===== src/sv/pht_pkg.sv =====
// Shared types, constants and helper functions of the pair HMM count trainer.
`default_nettype none
package pht_pkg;

  localparam int ALPHABET    = 8;
  localparam int COUNT_BITS  = 32;
  localparam int SYM_W       = 3;
  localparam int STATE_W     = 2;
  localparam int KIND_W      = 2;
  localparam int OUT_W       = 32;
  localparam int TRANS_DEPTH = 16;
  localparam int TRANS_AW    = 2 * STATE_W;
  localparam int EMIT_DEPTH  = 4 * ALPHABET * ALPHABET;
  localparam int EMIT_AW     = $clog2(EMIT_DEPTH);
  localparam int FIFO_DEPTH  = 2;
  localparam int FIFO_AW     = $clog2(FIFO_DEPTH);
  localparam int CFG_IDX_W   = 2;

  localparam logic [KIND_W-1:0] KIND_COLUMN     = 2'd0;
  localparam logic [KIND_W-1:0] KIND_READ_TRANS = 2'd1;
  localparam logic [KIND_W-1:0] KIND_READ_EMIT  = 2'd2;

  localparam logic [STATE_W-1:0] STATE_BEGIN = 2'd0;
  localparam logic [STATE_W-1:0] ST_MATCH    = 2'd1;
  localparam logic [STATE_W-1:0] ST_INSERT   = 2'd2;
  localparam logic [STATE_W-1:0] ST_DELETE   = 2'd3;

  localparam logic [CFG_IDX_W-1:0] CFG_GAP_CODE     = 2'd0;
  localparam logic [CFG_IDX_W-1:0] CFG_INVALID_CODE = 2'd1;

  localparam logic [SYM_W-1:0] GAP_CODE_RESET     = 3'd4;
  localparam logic [SYM_W-1:0] INVALID_CODE_RESET = 3'd7;

  typedef logic [COUNT_BITS-1:0] count_t;

  typedef enum logic [1:0] {
    OP_COLUMN,
    OP_READ_TRANS,
    OP_READ_EMIT
  } op_e;

  typedef struct packed {
    op_e                  op;
    logic [STATE_W-1:0]   st;
    logic                 first;
    logic                 last;
    logic [TRANS_AW-1:0]  trans_idx;
    logic [EMIT_AW-1:0]   emit_addr;
    logic                 emit_ok;
  } item_t;

  function automatic logic sym_in_alpha(input logic [SYM_W-1:0] s);
    return int'(s) < ALPHABET;
  endfunction

  function automatic logic [EMIT_AW-1:0] emit_index(input logic [STATE_W-1:0] st,
                                                    input logic [SYM_W-1:0] r,
                                                    input logic [SYM_W-1:0] c);
    return EMIT_AW'((EMIT_AW'(st) * EMIT_AW'(ALPHABET) + EMIT_AW'(r)) * EMIT_AW'(ALPHABET)
                    + EMIT_AW'(c));
  endfunction

  function automatic count_t sat_bump(input count_t c);
    return (c == '1) ? c : c + COUNT_BITS'(1);
  endfunction

  function automatic logic [OUT_W-1:0] to_out(input count_t c);
    logic [63:0] w;
    w = 64'(c);
    if (w > 64'h0000_0000_FFFF_FFFF) return '1;
    return w[OUT_W-1:0];
  endfunction

endpackage
`default_nettype wire


===== src/sv/pht_fifo.sv =====
// Two-entry queue of classified transactions between front and back.
`default_nettype none
module pht_fifo (
  input  wire logic          clk_i,
  input  wire logic          rst_ni,
  input  wire logic          push_i,
  input  wire pht_pkg::item_t push_item_i,
  input  wire logic          pop_i,
  output pht_pkg::item_t     head_o,
  output logic               empty_o,
  output logic               full_o
);
  import pht_pkg::*;

  item_t                 mem_q [FIFO_DEPTH];
  logic [FIFO_AW-1:0]    wr_ptr_q, rd_ptr_q;
  logic [FIFO_AW:0]      cnt_q;

  assign empty_o = (cnt_q == '0);
  assign full_o  = (cnt_q == (FIFO_AW+1)'(FIFO_DEPTH));
  assign head_o  = mem_q[rd_ptr_q];

  always_ff @(posedge clk_i) begin
    if (push_i) mem_q[wr_ptr_q] <= push_item_i;
  end

  always_ff @(posedge clk_i or negedge rst_ni) begin
    if (!rst_ni) begin
      wr_ptr_q <= '0;
      rd_ptr_q <= '0;
      cnt_q    <= '0;
    end else begin
      if (push_i) wr_ptr_q <= (wr_ptr_q == FIFO_AW'(FIFO_DEPTH - 1)) ? '0 : wr_ptr_q + 1'b1;
      if (pop_i)  rd_ptr_q <= (rd_ptr_q == FIFO_AW'(FIFO_DEPTH - 1)) ? '0 : rd_ptr_q + 1'b1;
      if (push_i && !pop_i)      cnt_q <= cnt_q + 1'b1;
      else if (pop_i && !push_i) cnt_q <= cnt_q - 1'b1;
    end
  end

  a_no_push_full: assert property (@(posedge clk_i) disable iff (!rst_ni)
    push_i |-> !full_o) else $error("push into full queue");
  a_no_pop_empty: assert property (@(posedge clk_i) disable iff (!rst_ni)
    pop_i |-> !empty_o) else $error("pop from empty queue");
  a_cnt_pop: assert property (@(posedge clk_i) disable iff (!rst_ni)
    pop_i && !push_i |=> cnt_q == $past(cnt_q) - 1'b1) else $error("queue count lost");

endmodule
`default_nettype wire


===== config.mk =====
export PLATFORM = sky130hd
export DESIGN_NAME = pht_fifo
export DESIGN_NICKNAME = d
export VERILOG_FILES = /design/src/sv/pht_pkg.sv /design/src/sv/pht_fifo.sv
export SDC_FILE = /design/constraint.sdc
export NUM_CORES = 1
export LEC_CHECK = 0
export BUFFER_PORTS_ARGS = -buffer_cell sky130_fd_sc_hd__buf_2
export CAP_MARGIN = 20
export CORE_ASPECT_RATIO = 0.75
export CORE_MARGIN = 3
export CORE_UTILIZATION = 43
export CTS_CLUSTER_DIAMETER = 150
export DETAILED_ROUTE_END_ITERATION = 16
export GPL_TIMING_DRIVEN = 0
export MAX_ROUTING_LAYER = met4
export PLACE_DENSITY = 0.67
export SYNTH_ARGS = -nofsm -noshare
export SYNTH_HDL_FRONTEND = slang
export SYNTH_SLANG_ARGS = --single-unit

===== constraint.sdc =====
create_clock -name clk_i -period 1.8 [get_ports clk_i]
set_input_delay 0.18 -clock clk_i [delete_from_list [all_inputs] [get_ports clk_i]]
set_output_delay 0.18 -clock clk_i [all_outputs]
set_load 0.05 [all_outputs]

======== After elaboration in Yosys (flattened, before gate mapping) ========
Memory sizes are Yosys's and may differ from the RTL's.
Cells that the tools add are included.
word-level totals
  bits in registers ....................... 4
  bits in writable memories ............... 38
  bits of input ports ..................... 23
  output and inout bits ................... 21
  word-level logic and storage cells ...... 21
  memories ................................ 1
memories
  name   depth  width  read ports  clocked after memory_dff  wr ports  RTL line        text
  mem_q  2      19     1           0                         1         pht_fifo.sv:15  item_t mem_q [FIFO_DEPTH];
operators by class
  $add $sub $neg .......................... 4
  eq/ne operators ......................... 1
  mux-type cells .......................... 6
  reduce and logical (&&, ||, !) cells .... 6
operators with widths
  kind                   count
  $mux W1                4
  $mux W2                2
  $add A1 B1 Y1 const B  2
  $add A2 B1 Y2 const B  1
  $eq A2 B2 Y1 const B   1
  $logic_and A1 B1 Y1    2
  $logic_not A1 Y1       2
  $logic_not A2 Y1       1
  $reduce_bool A2 Y1     1
  $sub A2 B1 Y2 const B  1

======== Depth between registers and ports, before layout ========
  word-level depth ........................ 4
  depth in mapped cells ................... 5
  gate-level depth less buffers ........... 5

======== Least setup slack after synthesis ========
OpenSTA, ideal clock, no wires.
  path type ............................... register to register
  from .................................... reg wr_ptr_q
  to ...................................... mem mem_q[0][0] (netlist name), enable pin
  library setup time ...................... 0.397 ns
  arrival ................................. 1.271 ns
  required time ........................... 1.403 ns
  slack ................................... 0.132 ns
  cell stages (with the launch flop) ...... 2
  path buffers ............................ 0
  period minus slack after synthesis ...... 1.668 ns
  cell sequence ........................... dfrtp_1 nor2b_1
RTL lines
  item                    RTL line        text
  from (decl)             pht_fifo.sv:16  logic [FIFO_AW-1:0] wr_ptr_q, rd_ptr_q;
  from (signal assigned)  pht_fifo.sv:33  if (push_i) wr_ptr_q <= (wr_ptr_q == FIFO_AW'(FIFO_DEPTH - 1)) ? '0 : wr_ptr_q + 1'b1;
  to (decl)               pht_fifo.sv:15
No word-level cell before the write port.

==> results by stage <==
Worst setup path:
- The sort of element at the start of the critical path is a register.
- Along the worst path, the maximum fanout reaches 10.
- By startpoint and endpoint, the worst setup path is classified as register to output pin.
- STA classifies the critical path endpoint as an output pin.
- The worst register-to-register path has a depth of 1.
- The library cell contributing the largest single delay on the critical path is dfrtp_1.
- Tracing the worst setup path back leads to its startpoint at rd_ptr_q.
- The signal on the critical path passes through buf_6 > mux2_4 > buf_2.
- STA puts the critical path data arrival time at 1.39 ns.
- STA puts the critical path data required time at 1.62 ns.
- The peak per-stage delay on the critical path is 0.38 ns.
- The worst register-to-register path begins at wr_ptr_q.

Synth:
- Summing the sequential cell areas from Yosys gives 75.78% of the chip area.
- The synthesized area per cell is 21.84 um^2.
- The fraction of registers with async set or reset after synthesis is 9.524%.
- Synthesis handed over a netlist of 75 instances.
- After synthesis the netlist holds a flip-flop and latch count of 42.
- The number of distinct library cells after synthesis is 12.
- Ranked by instance count, the synthesized netlist is headed by edfxtp_1 (38), mux2_4 (19), dfrtp_1 (4), xor2_1 (4).
- The prevailing post-synth register cell is edfxtp_1.
- The post-synth net total is 99.
- The number of warnings issued by yosys is 0.
- The largest area contributor in the synthesized netlist is edfxtp_1.
- Yosys attributes the largest share of cell area to edfxtp_1 (70%), mux2_4 (17%), dfrtp_1 (6.1%).
- The area share of the leading cell type in the synthesized netlist is 69.67%.
- The most instantiated library cell after synthesis is edfxtp_1.
- Yosys mapped a number of flops with a built-in enable equal to 38.
- The mapped cell area is 1638 um^2.

GRT:
- The first global-routing pass estimated 4105 um of wire.
- The number of antenna violations at the first check in global routing is 0.
- Global routing finished with a remaining overflow of 0.
- The maximum number of pins on one net before global-route repair is 20.
- The total routing resource utilization after global routing is 12.91%.
- The via count of the first global-routing pass was 887.

Timing:
- The final worst clock skew is 0.002712 ns.
- The number of pins with negative max-slew slack in the final report came to 0.
- The least setup slack across all paths after layout is 0.2312 ns.
- At the pin with the least slew margin, the transition time is 0.8924 ns.
- Setup repair after global routing left no endpoint under its margin.
- The count of final setup violators is 0.
- The final critical path takes up 87.16% of the cycle.
- The worst pin sits at a relative slew slack of 40.51%.
- The final hold violation count is 0.
- The time the worst path needs with I/O delays and setup is 1.569 ns.
- The top achievable clock speed is 0.6374 GHz.

Hold path:
- Counting instances, the worst hold path has a depth of 1.
- In this run the worst hold path is classified as input pin to register.
- The startpoint of the most critical hold path is push_item_i[16].

Clock tree:
- The clock reaches the later pin of the worst-skew pair after 0.28 ns.
- Clock-pin slew was measured on the worst setup and hold paths at 0.07 ns.
- In this run the deepest clock path goes through 2 buffers.
- The clock sink total is 42.
- The H-tree was split into 2 levels.
- TritonCTS built the clock tree.
- The number of gates resized after cts is 0.
- Counting the buffers created by CTS gives 5.
- Buffers added to address setup during post-CTS repair amount to 0.
- The clock tree root driver cell is clkbuf_8.

Cells and area:
- The area of all placed cells without fillers is 2023 um^2.
- The area overhead of the layout relative to synthesis is 23.53%.
- The area used by multi-input combinational logic is 372.9 um^2.
- Cells with a size suffix above 1 make up 56.25% of the layout.
- Across the whole layout, storage elements account for 1241 um^2.
- The number of nets in the final layout is 151.
- The count of cells in the finished layout, fillers not included, comes to 178.
- The antenna diode count is 0.
- The filler cells instantiated in the layout total 289.

Die:
- The die covers 4593 um^2.
- The floorplan die height is 59.45 um.
- The number of rows in the core area is 18.
- The floorplan step defined a core boundary enclosing 3468 um^2.
- The initial standard-cell utilization of the core is 47.22%.
- In this run the horizontal extent of the chip is 77.27 um.
- For this design the top-level I/O count stands at 44.

Placement:
- The number of placed instances, taps included, is 169.
- The post-detailed-placement cell area is 1933 um^2.
- The worst-case setup slack after placement is 0.2697 ns.
- The routability-driven placement congestion ratio is 0.7113.
- The number of buffer cells added on primary ports is 43.

Routing:
- Detailed routing inserted a total of 810 vias.
- For this block, the routed nets add up to 2503 um of wire.
- The number of remaining DRC errors is 0.
- The routed length per instance is 14.06 um.
- Using the TritonRoute via totals, the vias-per-cell ratio works out to 4.551.
- The first TritonRoute pass finished after 4 iterations.
- The first routing iteration left 30 violations.
- The antenna violation net count after detailed routing is 0.

Flow run:
- Max-cap violations in this run came to 0.

Pwr:
- The leakage power is 0.0008428 uW.
- Dividing total power by cell area gives a power density of 1779 nW/um^2.
- The worst supply voltage drop on vdd is 0.9493 mV.

Run status:
- The run finished with clean final reports.
==> metrics by stage <==
stage	hold slack (ns)	power, uW	setup TNS (ns)	util (%)
6_report	0.07806	3599	0	58.33
5_1_grt	0.06899	3772	0	58.33
4_1_cts	0.06745	3645	0	58.33
3_5_place_dp	-0.01469	3094	0	55.74
3_3_place_gp	-0.01504	3056	-7.205	55.23
2_1_floorplan	-0.1156	2770	0	-
==> worst max-delay path: cells and delay by family (launching register included) <==
family | cells | cell delay, ns
buf+inv | 2 | 0.40
flops | 1 | 0.38
mux | 1 | 0.32
==> layout make-up <==
class	count	share of cell area, %
Inverter	1	0.1855
Buffer	2	1.113
Multi-Input combinational cell	30	18.43
Clock inverter	3	0.5566
Sequential cell	42	61.35
Tap cell	50	3.092
Clock buffer	5	3.401
Timing Repair Buffer	45	11.87
==> per-layer routing <==
layer	up-vias	routed length (um)	track usage, %
li1	385	-	-
met1	392	1013	13.57
met2	29	1284	21.53
met3	4	172	6.231
met4	0	31	4.569
met5	-	0	-
==> power by group <==
part / switching, uW / internal, uW
Combinational: 1100 / 565
Sequential: 81.2 / 1310
Clock: 288 / 259
Total: 1470 / 2130
==> cells in the final DEF, fill, tap and decap left out, types with 2 or more instances in the layout <==
cell and count:
edfxtp_1 38, buf_2 43, clkbuf_8 5, clkinv_1 3, mux2_4 19, dfrtp_1 4, xor2_1 4, buf_6 2
nor2_1 2
==> sequential cells by signal (all words and copies together) (netlist names) <==
| signal | count |
|---|---|
| mem_q | 38 |
| cnt_q | 2 |
| rd_ptr_q | 1 |
| wr_ptr_q | 1 |
==> cells by family after synthesis <==
logic type    synth area share (%)
fa+ha+maj                   0.7638
simple gates                 1.758
flops                        75.78
mux                          17.42
buf+inv                      1.604
xor+xnor                     2.674
==> worst paths after layout <==
kind	end	slack, ns
max	head_o[4]	0.23
min	mem_q[1][16]	0.08
max reg2reg	mem_q[1][2]	0.30
min reg2reg	cnt_q[1]	0.49
max in group asynchronous	cnt_q[0]	1.46
min in group asynchronous	rd_ptr_q	0.22
==> timing repair <==
action	CTS	global route
hold buffers	1	0
hold endpoints to repair	4	0
setup endpoints to repair	0	0
(Power assumes the default switching activity.)
