==> src/sv/pht_pkg.sv <==
// Shared types, constants and helper functions of the pair HMM count trainer.
`default_nettype none
package pht_pkg;

  localparam int ALPHABET    = 8;
  localparam int COUNT_BITS  = 32;
  localparam int SYM_W       = 3;
  localparam int STATE_W     = 2;
  localparam int KIND_W      = 2;
  localparam int OUT_W       = 32;
  localparam int TRANS_DEPTH = 16;
  localparam int TRANS_AW    = 2 * STATE_W;
  localparam int EMIT_DEPTH  = 4 * ALPHABET * ALPHABET;
  localparam int EMIT_AW     = $clog2(EMIT_DEPTH);
  localparam int FIFO_DEPTH  = 2;
  localparam int FIFO_AW     = $clog2(FIFO_DEPTH);
  localparam int CFG_IDX_W   = 2;

  localparam logic [KIND_W-1:0] KIND_COLUMN     = 2'd0;
  localparam logic [KIND_W-1:0] KIND_READ_TRANS = 2'd1;
  localparam logic [KIND_W-1:0] KIND_READ_EMIT  = 2'd2;

  localparam logic [STATE_W-1:0] STATE_BEGIN = 2'd0;
  localparam logic [STATE_W-1:0] ST_MATCH    = 2'd1;
  localparam logic [STATE_W-1:0] ST_INSERT   = 2'd2;
  localparam logic [STATE_W-1:0] ST_DELETE   = 2'd3;

  localparam logic [CFG_IDX_W-1:0] CFG_GAP_CODE     = 2'd0;
  localparam logic [CFG_IDX_W-1:0] CFG_INVALID_CODE = 2'd1;

  localparam logic [SYM_W-1:0] GAP_CODE_RESET     = 3'd4;
  localparam logic [SYM_W-1:0] INVALID_CODE_RESET = 3'd7;

  typedef logic [COUNT_BITS-1:0] count_t;

  typedef enum logic [1:0] {
    OP_COLUMN,
    OP_READ_TRANS,
    OP_READ_EMIT
  } op_e;

  typedef struct packed {
    op_e                  op;
    logic [STATE_W-1:0]   st;
    logic                 first;
    logic                 last;
    logic [TRANS_AW-1:0]  trans_idx;
    logic [EMIT_AW-1:0]   emit_addr;
    logic                 emit_ok;
  } item_t;

  function automatic logic sym_in_alpha(input logic [SYM_W-1:0] s);
    return int'(s) < ALPHABET;
  endfunction

  function automatic logic [EMIT_AW-1:0] emit_index(input logic [STATE_W-1:0] st,
                                                    input logic [SYM_W-1:0] r,
                                                    input logic [SYM_W-1:0] c);
    return EMIT_AW'((EMIT_AW'(st) * EMIT_AW'(ALPHABET) + EMIT_AW'(r)) * EMIT_AW'(ALPHABET)
                    + EMIT_AW'(c));
  endfunction

  function automatic count_t sat_bump(input count_t c);
    return (c == '1) ? c : c + COUNT_BITS'(1);
  endfunction

  function automatic logic [OUT_W-1:0] to_out(input count_t c);
    logic [63:0] w;
    w = 64'(c);
    if (w > 64'h0000_0000_FFFF_FFFF) return '1;
    return w[OUT_W-1:0];
  endfunction

endpackage
`default_nettype wire

==> src/sv/pht_front.sv <==
// Front end: configuration registers, acceptance and classification of transactions.
`default_nettype none
module pht_front (
  input  wire logic                           clk_i,
  input  wire logic                           rst_ni,
  input  wire logic                           cfg_valid_i,
  input  wire logic [pht_pkg::CFG_IDX_W-1:0]  cfg_index_i,
  input  wire logic [pht_pkg::SYM_W-1:0]      cfg_data_i,
  input  wire logic                           in_valid_i,
  input  wire logic [pht_pkg::KIND_W-1:0]     kind_i,
  input  wire logic [pht_pkg::SYM_W-1:0]      sym_top_i,
  input  wire logic [pht_pkg::SYM_W-1:0]      sym_bottom_i,
  input  wire logic                           first_column_i,
  input  wire logic                           last_column_i,
  input  wire logic [pht_pkg::STATE_W-1:0]    from_state_i,
  input  wire logic [pht_pkg::STATE_W-1:0]    to_state_i,
  input  wire logic                           full_i,
  output logic                                push_o,
  output pht_pkg::item_t                      item_o
);
  import pht_pkg::*;

  logic [SYM_W-1:0]   gap_q, invalid_q;
  logic [STATE_W-1:0] st;
  logic [SYM_W-1:0]   et, eb;
  logic               accept;

  always_ff @(posedge clk_i or negedge rst_ni) begin
    if (!rst_ni) begin
      gap_q     <= GAP_CODE_RESET;
      invalid_q <= INVALID_CODE_RESET;
    end else if (cfg_valid_i) begin
      case (cfg_index_i)
        CFG_GAP_CODE:     gap_q     <= cfg_data_i;
        CFG_INVALID_CODE: invalid_q <= cfg_data_i;
        default: ;
      endcase
    end
  end

  always_comb begin
    if (sym_top_i == gap_q)         st = ST_INSERT;
    else if (sym_bottom_i == gap_q) st = ST_DELETE;
    else                            st = ST_MATCH;
    et = (sym_top_i == invalid_q || !sym_in_alpha(sym_top_i)) ? gap_q : sym_top_i;
    eb = (sym_bottom_i == invalid_q || !sym_in_alpha(sym_bottom_i)) ? gap_q : sym_bottom_i;
  end

  assign accept = in_valid_i && !full_i;

  always_comb begin
    item_o.op        = OP_COLUMN;
    item_o.st        = st;
    item_o.first     = first_column_i;
    item_o.last      = last_column_i;
    item_o.trans_idx = {from_state_i, to_state_i};
    item_o.emit_addr = emit_index(st, et, eb);
    item_o.emit_ok   = sym_in_alpha(et) && sym_in_alpha(eb);
    push_o           = 1'b0;
    case (kind_i)
      KIND_COLUMN: begin
        push_o = accept;
      end
      KIND_READ_TRANS: begin
        item_o.op = OP_READ_TRANS;
        push_o    = accept;
      end
      KIND_READ_EMIT: begin
        item_o.op        = OP_READ_EMIT;
        item_o.emit_addr = emit_index(from_state_i, sym_top_i, sym_bottom_i);
        item_o.emit_ok   = sym_in_alpha(sym_top_i) && sym_in_alpha(sym_bottom_i);
        push_o           = accept;
      end
      default: ;
    endcase
  end

endmodule
`default_nettype wire

==> config.mk <==
export PLATFORM = sky130hd
export DESIGN_NAME = pht_front
export DESIGN_NICKNAME = d
export VERILOG_FILES = /design/src/sv/pht_pkg.sv /design/src/sv/pht_front.sv
export SDC_FILE = /design/constraint.sdc
export NUM_CORES = 1
export LEC_CHECK = 0
export ABC_AREA = 0
export BUFFER_PORTS_ARGS = -buffer_cell sky130_fd_sc_hd__buf_2
export CAP_MARGIN = 40
export CORE_MARGIN = 3
export CORE_UTILIZATION = 25
export CTS_CLUSTER_SIZE = 8
export DETAILED_ROUTE_END_ITERATION = 10
export PLACE_DENSITY_LB_ADDON = 0.25
export RECOVER_POWER = 100
export SLEW_MARGIN = 20
export SYNTH_ARGS = -nofsm -noshare
export SYNTH_HDL_FRONTEND = slang
export SYNTH_SLANG_ARGS = --single-unit
==> constraint.sdc <==
create_clock -name clk_i -period 1.2 [get_ports clk_i]
set_input_delay 0.06 -clock clk_i [delete_from_list [all_inputs] [get_ports clk_i]]
set_output_delay 0.06 -clock clk_i [all_outputs]
set_load 0.05 [all_outputs]
# ---- Word level (Yosys, flattened, before mapping)
# Index checks and enable logic that the tools add are counted.
dict set report op_classes {
  n_reduce_logical 7
  eq_ne 7
  mux 7
  n_addsub 4
}
# cell count
set op_table {}
lappend op_table {{adder 8 x 3 -> 8 bit} 2}
lappend op_table {{== test 3 bit} 4}
lappend op_table {{adder 5 x 3 -> 5 bit} 2}
lappend op_table {{2-to-1 mux 9 bit} 1}
lappend op_table {{2-to-1 mux 3 bit} 2}
lappend op_table {{== test 2 x 1 -> 1 bit (second input constant)} 2}
lappend op_table {{zero test 2 bit} 2}
lappend op_table {{2-to-1 mux 2 bit} 2}
lappend op_table {{case mux 2 bit (2 select lines)} 1}
lappend op_table {{AND reduction 2 bit} 2}
lappend op_table {{OR reduction 3 bit} 1}
lappend op_table {{== test 2 bit (second input constant)} 1}
lappend op_table {{logical AND 1 bit} 1}
lappend op_table {{zero test 1 bit} 1}
lappend op_table {{2-to-1 mux 1 bit} 1}
dict set report totals {
  in_bits 24
  reg_bits 6
  output_inout_bits 20
}

# ---- Longest topological paths before layout
# Gate-level depths: netlist (run 1).
dict set report depth {
  depth_word 6
  mapped_depth 4
}

# ---- Least setup slack after synthesis (run 1)
# OpenSTA, ideal clock, no wires.
dict set report synth_path {
  path_kind {reg-to-output}
  startpoint {reg gap_q[2]}
  endpoint {out item_o[8] (netlist name)}
  path_stages_with_launch 3
  arrival_ps 2481
  t_required_ps 1140
  path_buffers 0
  setup_slack_ps -1341
  cell_sequence {dfstp_2 > xor2_1 > o311ai_0}
}
# element line_no
set synth_lines {}
lappend synth_lines {{start, declared} pht_front.sv:23} ;# logic [SYM_W-1:0] gap_q, invalid_q;
lappend synth_lines {{start signal, assigned} pht_front.sv:34} ;# CFG_GAP_CODE: gap_q <= cfg_data_i;
lappend synth_lines {{end, declared} pht_front.sv:19} ;# output pht_pkg::item_t item_o

==> results.md, run 1 <==
- Final min period: 1.83 ns
- Hold_ws: 0.0604 ns
- Gpl congestion: 0.753
- Largest net degree at the start of global routing: 7
- Yosys reg bits: 6
- Clk_lat worst skew: 0.24 ns
- I/O pin total: 44
- Antenna Nets Post-Route: 0
- Period utilization: 153%
- Final WL: 1620 um
- EDFF count, synth: 0
- Max stage delay on crit path: 0.56 ns
- Outcome: complete, but fails checks
- Initial antenna violation count: 0
- Kind of critical path: flip-flop to output port
- Die height: 54.5 um
- Dpl ws: -0.445 ns
- Die area: 2960 sq um
- Diodes inserted: 0
- Die W: 54.5 um
- Synth Cell Area: 587 sq um
- Total number of vias: 599
- Worst slew margin: 60.5%
- Unrepaired setup endpoints after global routing: yes
- Worst clock skew: 0 ns
- CTS Buf Count: 3
- Core Box Area: 2080 sq um
- Grt total ovfl: 0
- Max-Cap Viols: 0
- Failing checks: negative setup slack
- Dpl hpwl: 1350 um
- Pwr Density: 1310 nW/um^2
- Seq/Total Area, Yosys: 26.4%
- Crit-path cells: xor2_2 -> nor4_4 -> mux2_4 -> buf_6
- Worst Slack Setup Final: -0.633 ns
- Initial Util: 28.2%
- Vias in the first global route: 618
- Final Cell Area: 1160 sq um
- Slowest-stage cell, CP: dfstp_2
- DRC Markers: 0
- # rows: 16
- Crit path DAT: 1.77 ns
- Num Clock Sinks: 6
- Dominant synthesized flop cell: dfstp_2
- Largest cells by area after synthesis: dfstp_2, mux2_2, xor2_1
- CP Capture Type: output port
- Slew at the pin closest to its max-slew limit: 0.596 ns
- Top-count cell post-synth: mux2_2
- Max Clock Freq: 545 MHz
- Worst vdd ir: 0.000697 V
- Routed vias/inst: 4.50
- CTS clk-pin slew, worst paths: 0.05 ns
- Area Overhead vs Synth: 97.4%
- Slew Limit Fails: 0
- First-pass GRT wire length: 2470 um
- Post-synth ARST share: 100%
- Layout Nets: 132
- CTS max path bufs: 2
- Lkg Pwr: 0.535 nW
- Initial DRC count: 2
- Placed Area: 987 sq um
- PortBufs: 34
- Yosys top cell area share: 17.9%
- Crit-path max FO: 3
- Post-synth cell types: 22
- Ratio of cells with drive above 1 in the final layout: 83.0%
- Drt first pass iters: 2
- Mean Syn Cell Area: 10.9 sq um
- Cell count after synthesis: 54
- CP Data Required Time: 1.14 ns
- Root buf cell: clkbuf_4
- Setup TNS: -5.14 ns
- Post-synth top area cell: dfstp_2
- Tot Pwr: 1.52 mW
- Top post-synthesis cells by count: mux2_2, buf_4, xor2_1
- Final hold viol count: 0
- Final setup vio count: 10
- Drt wl/cell: 12.2 um
- Total Routing Usage GR: 11.6%
- YS warnings: 0
- Mapped Nets: 78
- CTS tree: yes
- Worst hold path type: input port to flip-flop
- H-tree depth: 1
- CP Launch Type: flip-flop
through the flow:
| step | instances | util (%) |
|---|---|---|
| final | 133 | 55.6 |
| after CTS | 132 | 52.9 |
| after detailed placement | 127 | 47.4 |
| after floorplan | 54 | - |
| after global routing | 133 | 55.6 |
| after global placement | 127 | 47.4 |
layout by cell type, fill, tap and decap left out:
cell and count:
a211oi_2 1, buf_2 18, buf_4 19, buf_6 10, buf_8 2, clkbuf_1 4, clkbuf_2 2, clkbuf_4 3
conb_1 1, dfrtp_1 2, dfstp_1 1, dfstp_2 3, dlygate4sd3_1 1, inv_1 1, inv_4 1, mux2_2 6
mux2_4 6, nand2_1 1, nand2_2 1, nand2b_4 1, nand3_4 1, nand3b_1 1, nand4_1 1, nor2b_1 1
nor3b_1 1, nor4_4 2, o21a_4 1, o21ai_4 1, o311ai_4 1, xnor2_2 5, xor2_1 3, xor2_2 3
xor2_4 1
final cells by class:
class,count,area (sq um)
multi-input cells,39,527
well taps,27,33.8
repair buffers,56,410
inverters,2,10.0
flip-flops and latches,6,155
fillers,187,923
clock buffers,3,22.5
per-layer routing:
layer	part of all wire, %	routed length (um)	GRT usage [%]	vias to the layer above
met2	53	865	21.5	30
met4	0.37	6	7.05	0
met3	8.8	143	1.36	2
met5	0	0	0	-
met1	37	608	12.3	283
li1	-	-	-	284
path summary, 6_finish.rpt:
path	endpoint	depth (start not counted)	start	slack, ns
worst max-delay path	item_o[3]	4	invalid_q[2]	-0.63
worst min-delay path	invalid_q[1]	2	cfg_data_i[1]	0.06
worst max register to register	gap_q[1]	2	gap_q[1]	0.20
worst min register to register	invalid_q[1]	1	invalid_q[1]	0.65
max in group asynchronous	invalid_q[2]	2	rst_ni	0.69
min in group asynchronous	gap_q[1]	2	rst_ni	0.22
power by group:
group          total (mW)  internal [mW]  switching [mW]
logic                1.01          0.490           0.520
clock network       0.185          0.113          0.0720
registers           0.327          0.260          0.0676
total                1.52          0.863           0.660
state kept, by name (all words and copies together) (netlist names):
name / flops
gap_q: 3
invalid_q: 3
kinds of logic (layout without fill, tap and decap cells):
kind of cell	Yosys count	count (layout)	share of synthesized area (%)
compound gates	4	4	4.90
xor+xnor	12	12	17.9
buf+inv	9	61	10.7
flops	6	6	26.4
mux	12	12	23.0
other cells	1	1	0.639
simple gates	10	10	16.4
worst max-delay path, delay by kind of cell (launching register included):
| family | cells | cell delay (ns) |
|---|---|---|
| xor+xnor | 1 | 0.08 |
| buf+inv | 1 | 0.15 |
| simple gates | 1 | 0.39 |
| flops | 1 | 0.56 |
| mux | 1 | 0.34 |
timing repair:
action / CTS / global route
gates resized for setup: 23 / 9
endpoints found under the setup margin: 10 / 10
setup buffers: 1 / 1
hold buffers: 1 / 0
endpoints found under the hold margin: 6 / 0
pin swaps: 4 / 6
(Power assumes the default switching activity.)
==> inputs of run 2 (changes only) <==
CELL_PAD_IN_SITES_DETAIL_PLACEMENT = 0   (was not set)
CELL_PAD_IN_SITES_GLOBAL_PLACEMENT = 1   (was not set)
clock period = 2.1 ns   (was 1.2 ns; I/O delays follow)
==> results.md, run 2 (synthesis results as in run 1) <==
- Outcome: finished clean
- Max-Cap Viols: 0
- Crit-path max FO: 3
- Largest net degree at the start of global routing: 7
- # resized after CTS: 0
- Worst hold path type: input port to flip-flop
- Drt wl/cell: 11.8 um
- Slew Limit Fails: 0
- Initial antenna violation count: 0
- Pwr Density: 823 nW/um^2
- Grt total ovfl: 0
- Total Routing Usage GR: 9.63%
- CTS tree: yes
- Most common cell after layout, fill and taps aside: buf_2
- Slowest-stage cell, CP: dfstp_1
- Slew at the pin closest to its max-slew limit: 0.600 ns
- Most frequent cells in the layout: buf_2, clkbuf_1, mux2_2, xor2_1, xnor2_1
- Cell family with most CP delay: flip-flops
- Die W: 54.5 um
- Total number of vias: 495
- Initial DRC count: 2
- Period utilization: 93.0%
- First-pass GRT wire length: 2000 um
- Drt first pass iters: 2
- Area Overhead vs Synth: 29.2%
- Combinational power share: 54.6%
- Die height: 54.5 um
- Gpl congestion: 0.675
- Max Clock Freq: 512 MHz
- Initial Util: 28.2%
- PortBufs: 34
- CTS Buf Count: 3
- Hold_ws: 0.112 ns
- Non-filler instance count after layout: 112
- I/O pin total: 44
- Vias in the first global route: 450
- DRC Markers: 0
- Crit path DAT: 1.85 ns
- CP Data Required Time: 2.00 ns
- Top flop regs: gap_q (3), invalid_q (3)
- Worst clock skew: 0 ns
- Dpl hpwl: 1160 um
- Buf/Inv on CP: 1
- Setup TNS: 0 ns
- Kind of critical path: flip-flop to output port
- Worst slew margin: 60.2%
- Final min period: 1.95 ns
- Unrepaired setup endpoints after global routing: no
- Seq pwr share: 28.8%
- Ratio of cells with drive above 1 in the final layout: 49.4%
- Routed vias/inst: 4.42
- DP Cell Count: 108
- Psw: 0.301 mW
- Antenna Nets Post-Route: 0
- Final WL: 1320 um
- Int Power: 0.323 mW
- Die area: 2960 sq um
- Clk network pwr share: 16.6%
- Final hold viol count: 0
- CTS max path bufs: 2
- H-tree depth: 1
- Core Box Area: 2080 sq um
- Final Util: 36.4%
- Clk_lat worst skew: 0.24 ns
- Layout Nets: 111
- Post-CTS Setup Bufs: 0
- Hold buffer count at CTS: 1
- Root buf cell: clkbuf_4
- CTS clk-pin slew, worst paths: 0.04 ns
- CP Capture Type: output port
- CP Launch Type: flip-flop
- Crit-path cells: xor2_1 -> nor4_4 -> mux2_1 -> clkbuf_2
- Worst vdd ir: 0.000431 V
- Diodes inserted: 0
- Final setup vio count: 0
- Sw Share: 48.2%
- # rows: 16
- Num Clock Sinks: 6
- Max stage delay on crit path: 0.57 ns
- Lkg Pwr: 0.322 nW
==> run 2: worst paths after layout <==
kind | startpoint | slack (ns) | end | cells after the start
worst max-delay path | invalid_q[1] | 0.15 | item_o[1] | 4
worst min-delay path | cfg_data_i[1] | 0.11 | invalid_q[1] | 2
worst max register to register | gap_q[0] | 1.26 | gap_q[0] | 1
worst min register to register | gap_q[1] | 0.64 | gap_q[1] | 1
max in group asynchronous | rst_ni | 1.53 | invalid_q[2] | 2
min in group asynchronous | rst_ni | 0.27 | gap_q[0] | 2
==> run 2: layer usage <==
metal	global-route usage (%)	share of wire (%)	wire length, um
met1	9.70	38	499
met2	17.3	50	657
met3	2.45	12	161
met4	6.22	0	0
met5	0	0	0
==> run 2: layout make-up <==
cell class	instances	area (sq um)
clock buffer	3	22.5
fill	232	1320
inverter	2	10.0
multi-input combinational	39	369
sequential	6	155
tap	27	33.8
timing repair buffer	35	168
==> run 2: per-stage QoR <==
stage | setup WS, ns | power [mW] | instance area, sq um
after floorplan | 0.112 | 0.474 | 587
after global placement | 0.441 | 0.529 | 738
after detailed placement | 0.408 | 0.534 | 738
after CTS | 0.144 | 0.644 | 771
after global routing | 0.0468 | 0.673 | 758
final | 0.147 | 0.624 | 758
==> run 2: power groups by stage <==
| stage | sequential, mW | combinational (mW) | clock [mW] |
|---|---|---|---|
| final | 0.180 | 0.341 | 0.103 |
| after floorplan | 0.173 | 0.301 | 0 |
| after global routing | 0.184 | 0.367 | 0.123 |
| after global placement | 0.183 | 0.346 | 0 |
| after CTS | 0.184 | 0.350 | 0.110 |
| after detailed placement | 0.185 | 0.348 | 0 |
==> inputs of run 3 (changes only) <==
ABC_AREA = 1   (was 0)
==> results.md, run 3 <==
- Outcome: finished clean
- I/O pin total: 44
- Initial Util: 27.5%
- YS warnings: 0
- Synth Cell Area: 631 sq um
- Post-CTS Setup Bufs: 0
- Final hold viol count: 0
- Multi-input combinational cell area: 374 sq um
- Top-count cell post-synth: nand2_1
- Max stage delay on crit path: 0.64 ns
- Pwr Density: 715 nW/um^2
- Psw: 0.289 mW
- Slew at the pin closest to its max-slew limit: 0.597 ns
- EDFF count, synth: 0
- Area Overhead vs Synth: 27.6%
- Crit path DAT: 1.71 ns
- Lkg Pwr: 0.465 nW
- First-pass GRT wire length: 2610 um
- Die height: 56.2 um
- Yosys top cell area share: 27.4%
- Hold path endpoint: invalid_q[1]
- Mapped Nets: 130
- PortBufs: 34
- Ratio of cells with drive above 1 in the final layout: 28.5%
- Cell count after synthesis: 106
- Top post-synthesis cells by count: nand2_1, inv_1, buf_4
- Routed vias/inst: 4.11
- Setup TNS: 0 ns
- CP Capture Type: output port
- Total Routing Usage GR: 10.2%
- Slew Limit Fails: 0
- Final WL: 1580 um
- Worst hold path type: input port to flip-flop
- Hold buffer count at CTS: 1
- DP Cell Count: 161
- Root buf cell: clkbuf_4
- Most frequent cells in the layout: nand2_1, buf_2, inv_1, clkbuf_1, o21ai_0
- Placed Area: 783 sq um
- Layout Nets: 163
- Die area: 3160 sq um
- Max Clock Freq: 551 MHz
- # resized after CTS: 0
- Sw Share: 50.2%
- Non-filler instance count after layout: 165
- Drt wl/cell: 9.60 um
- Final min period: 1.81 ns
- Buf/Inv on CP: 1
- Period utilization: 86.4%
- Crit-path max FO: 5
- Final setup vio count: 0
- Seq/Total Area, Yosys: 24.6%
- CTS tree: yes
- Vias in the first global route: 631
- Core Box Area: 2300 sq um
- Worst vdd ir: 0.000327 V
- # rows: 17
- Unrepaired setup endpoints after global routing: no
- CP Launch Type: flip-flop
- CTS max path bufs: 2
- Total number of vias: 678
- Antenna Nets Post-Route: 0
- Kind of critical path: flip-flop to output port
- Initial DRC count: 15
- Grt total ovfl: 0
- Reg2reg end: gap_q[2]
- Yosys reg bits: 6
- Worst hold path depth: 3
- Int Power: 0.287 mW
- DRC Markers: 0
- Tot Pwr: 0.575 mW
- Largest cells by area after synthesis: nand2_1, dfstp_2, buf_4
- Diodes inserted: 0
- Register-to-register path setup slack: 1.23 ns
- Worst clock skew: 0 ns
- Top flop regs: gap_q (3), invalid_q (3)
- Clk network pwr share: 18.1%
- Slowest-stage cell, CP: dfstp_1
- Reg2reg start: gap_q[2]
- Combinational power share: 53.2%
- Dominant synthesized flop cell: dfstp_2
- CTS clk-pin slew, worst paths: 0.04 ns
- CTS Buf Count: 3
- Largest net degree at the start of global routing: 7
- Post-synth top area cell: nand2_1
- Clk_lat worst skew: 0.24 ns
- Most common cell after layout, fill and taps aside: nand2_1
- H-tree depth: 1
- Crit-path cells: xnor2_1 -> nand3_2 -> nand2_2 -> clkbuf_1
- Seq pwr share: 28.7%
- Mean Syn Cell Area: 5.95 sq um
- Drt first pass iters: 4
- Initial antenna violation count: 0
- Gpl congestion: 0.757
- Dpl hpwl: 1390 um
- Reg2reg path depth: 2
- Max-Cap Viols: 0
- Post-synth cell types: 19
- Num Clock Sinks: 6
- Cell family with most CP delay: flip-flops
- Worst slew margin: 60.3%
- Area taken by flip-flops and latches: 155 sq um
- CP Data Required Time: 2.00 ns
- Post-synth ARST share: 100%
- Die W: 56.2 um
- Filler cell count: 279
- Final Cell Area: 805 sq um
- Hold_sp: cfg_data_i[1]
run 3: cell count changes after synthesis, moves of 4 or more:
cell and delta:
xor2_1 -6, mux2_2 -9, o21ai_1 +4, nor2_1 +5
nand2_1 +44, o21ai_0 +5, inv_1 +10, nand3_1 +4
run 3: worst max-delay path by stage:
stage            startpoint  cells after the start          to
2_1_floorplan      gap_q[2]                      5   item_o[8]
3_3_place_gp   invalid_q[2]                      7   item_o[5]
3_5_place_dp   invalid_q[2]                      7   item_o[5]
4_1_cts        invalid_q[2]                      7   item_o[4]
5_1_grt            gap_q[2]                      4  item_o[16]
6_report           gap_q[2]                      4  item_o[16]
run 3: through the flow:
stage | setup slack, ns | util [%] | hold slack [ns]
floorplan | 0.234 | - | -0.191
global placement | 0.681 | 34.1 | -0.0669
detailed placement | 0.686 | 34.1 | -0.0630
CTS | 0.417 | 35.5 | 0.0869
global route | 0.185 | 35.0 | 0.110
finish | 0.285 | 35.0 | 0.101
run 3: tightest hold or removal path, delay by kind of cell:
kind / cells / cell delay [ns]
buf+inv: 2 / 0.14
compound gates: 1 / 0.08
run 3: area by class of cell:
cell class / count / share of cell area, %
inverter: 13 / 6.07
sequential: 6 / 19.3
multi-input combinational: 80 / 46.5
tap: 28 / 4.35
clock buffer: 3 / 2.80
timing repair buffer: 35 / 21.0
run 3: logic make-up (layout without fill, tap and decap cells):
group	count (synthesis)	after routing	synth area share [%]
buffers and inverters	20	51	16.1
XOR/XNOR	3	3	4.17
other	1	1	0.595
AND/OR/NAND/NOR	66	66	46.6
flip-flops	6	6	24.6
AO/OA/AOI/OAI	10	10	7.94
run 3: per-layer routing:
metal	up-vias	track usage, %	part of all wire [%]
met5	-	0	0
met4	0	5.08	0
met3	0	1.86	10
met2	28	17.7	48
met1	273	11.9	42
li1	377	-	-
run 3: power groups by stage:
stage | sequential [mW] | clock, mW | combinational [mW]
5_1_grt | 0.169 | 0.115 | 0.337
4_1_cts | 0.170 | 0.110 | 0.314
3_5_place_dp | 0.172 | 0 | 0.311
2_1_floorplan | 0.163 | 0 | 0.264
3_3_place_gp | 0.171 | 0 | 0.309
6_report | 0.165 | 0.104 | 0.306
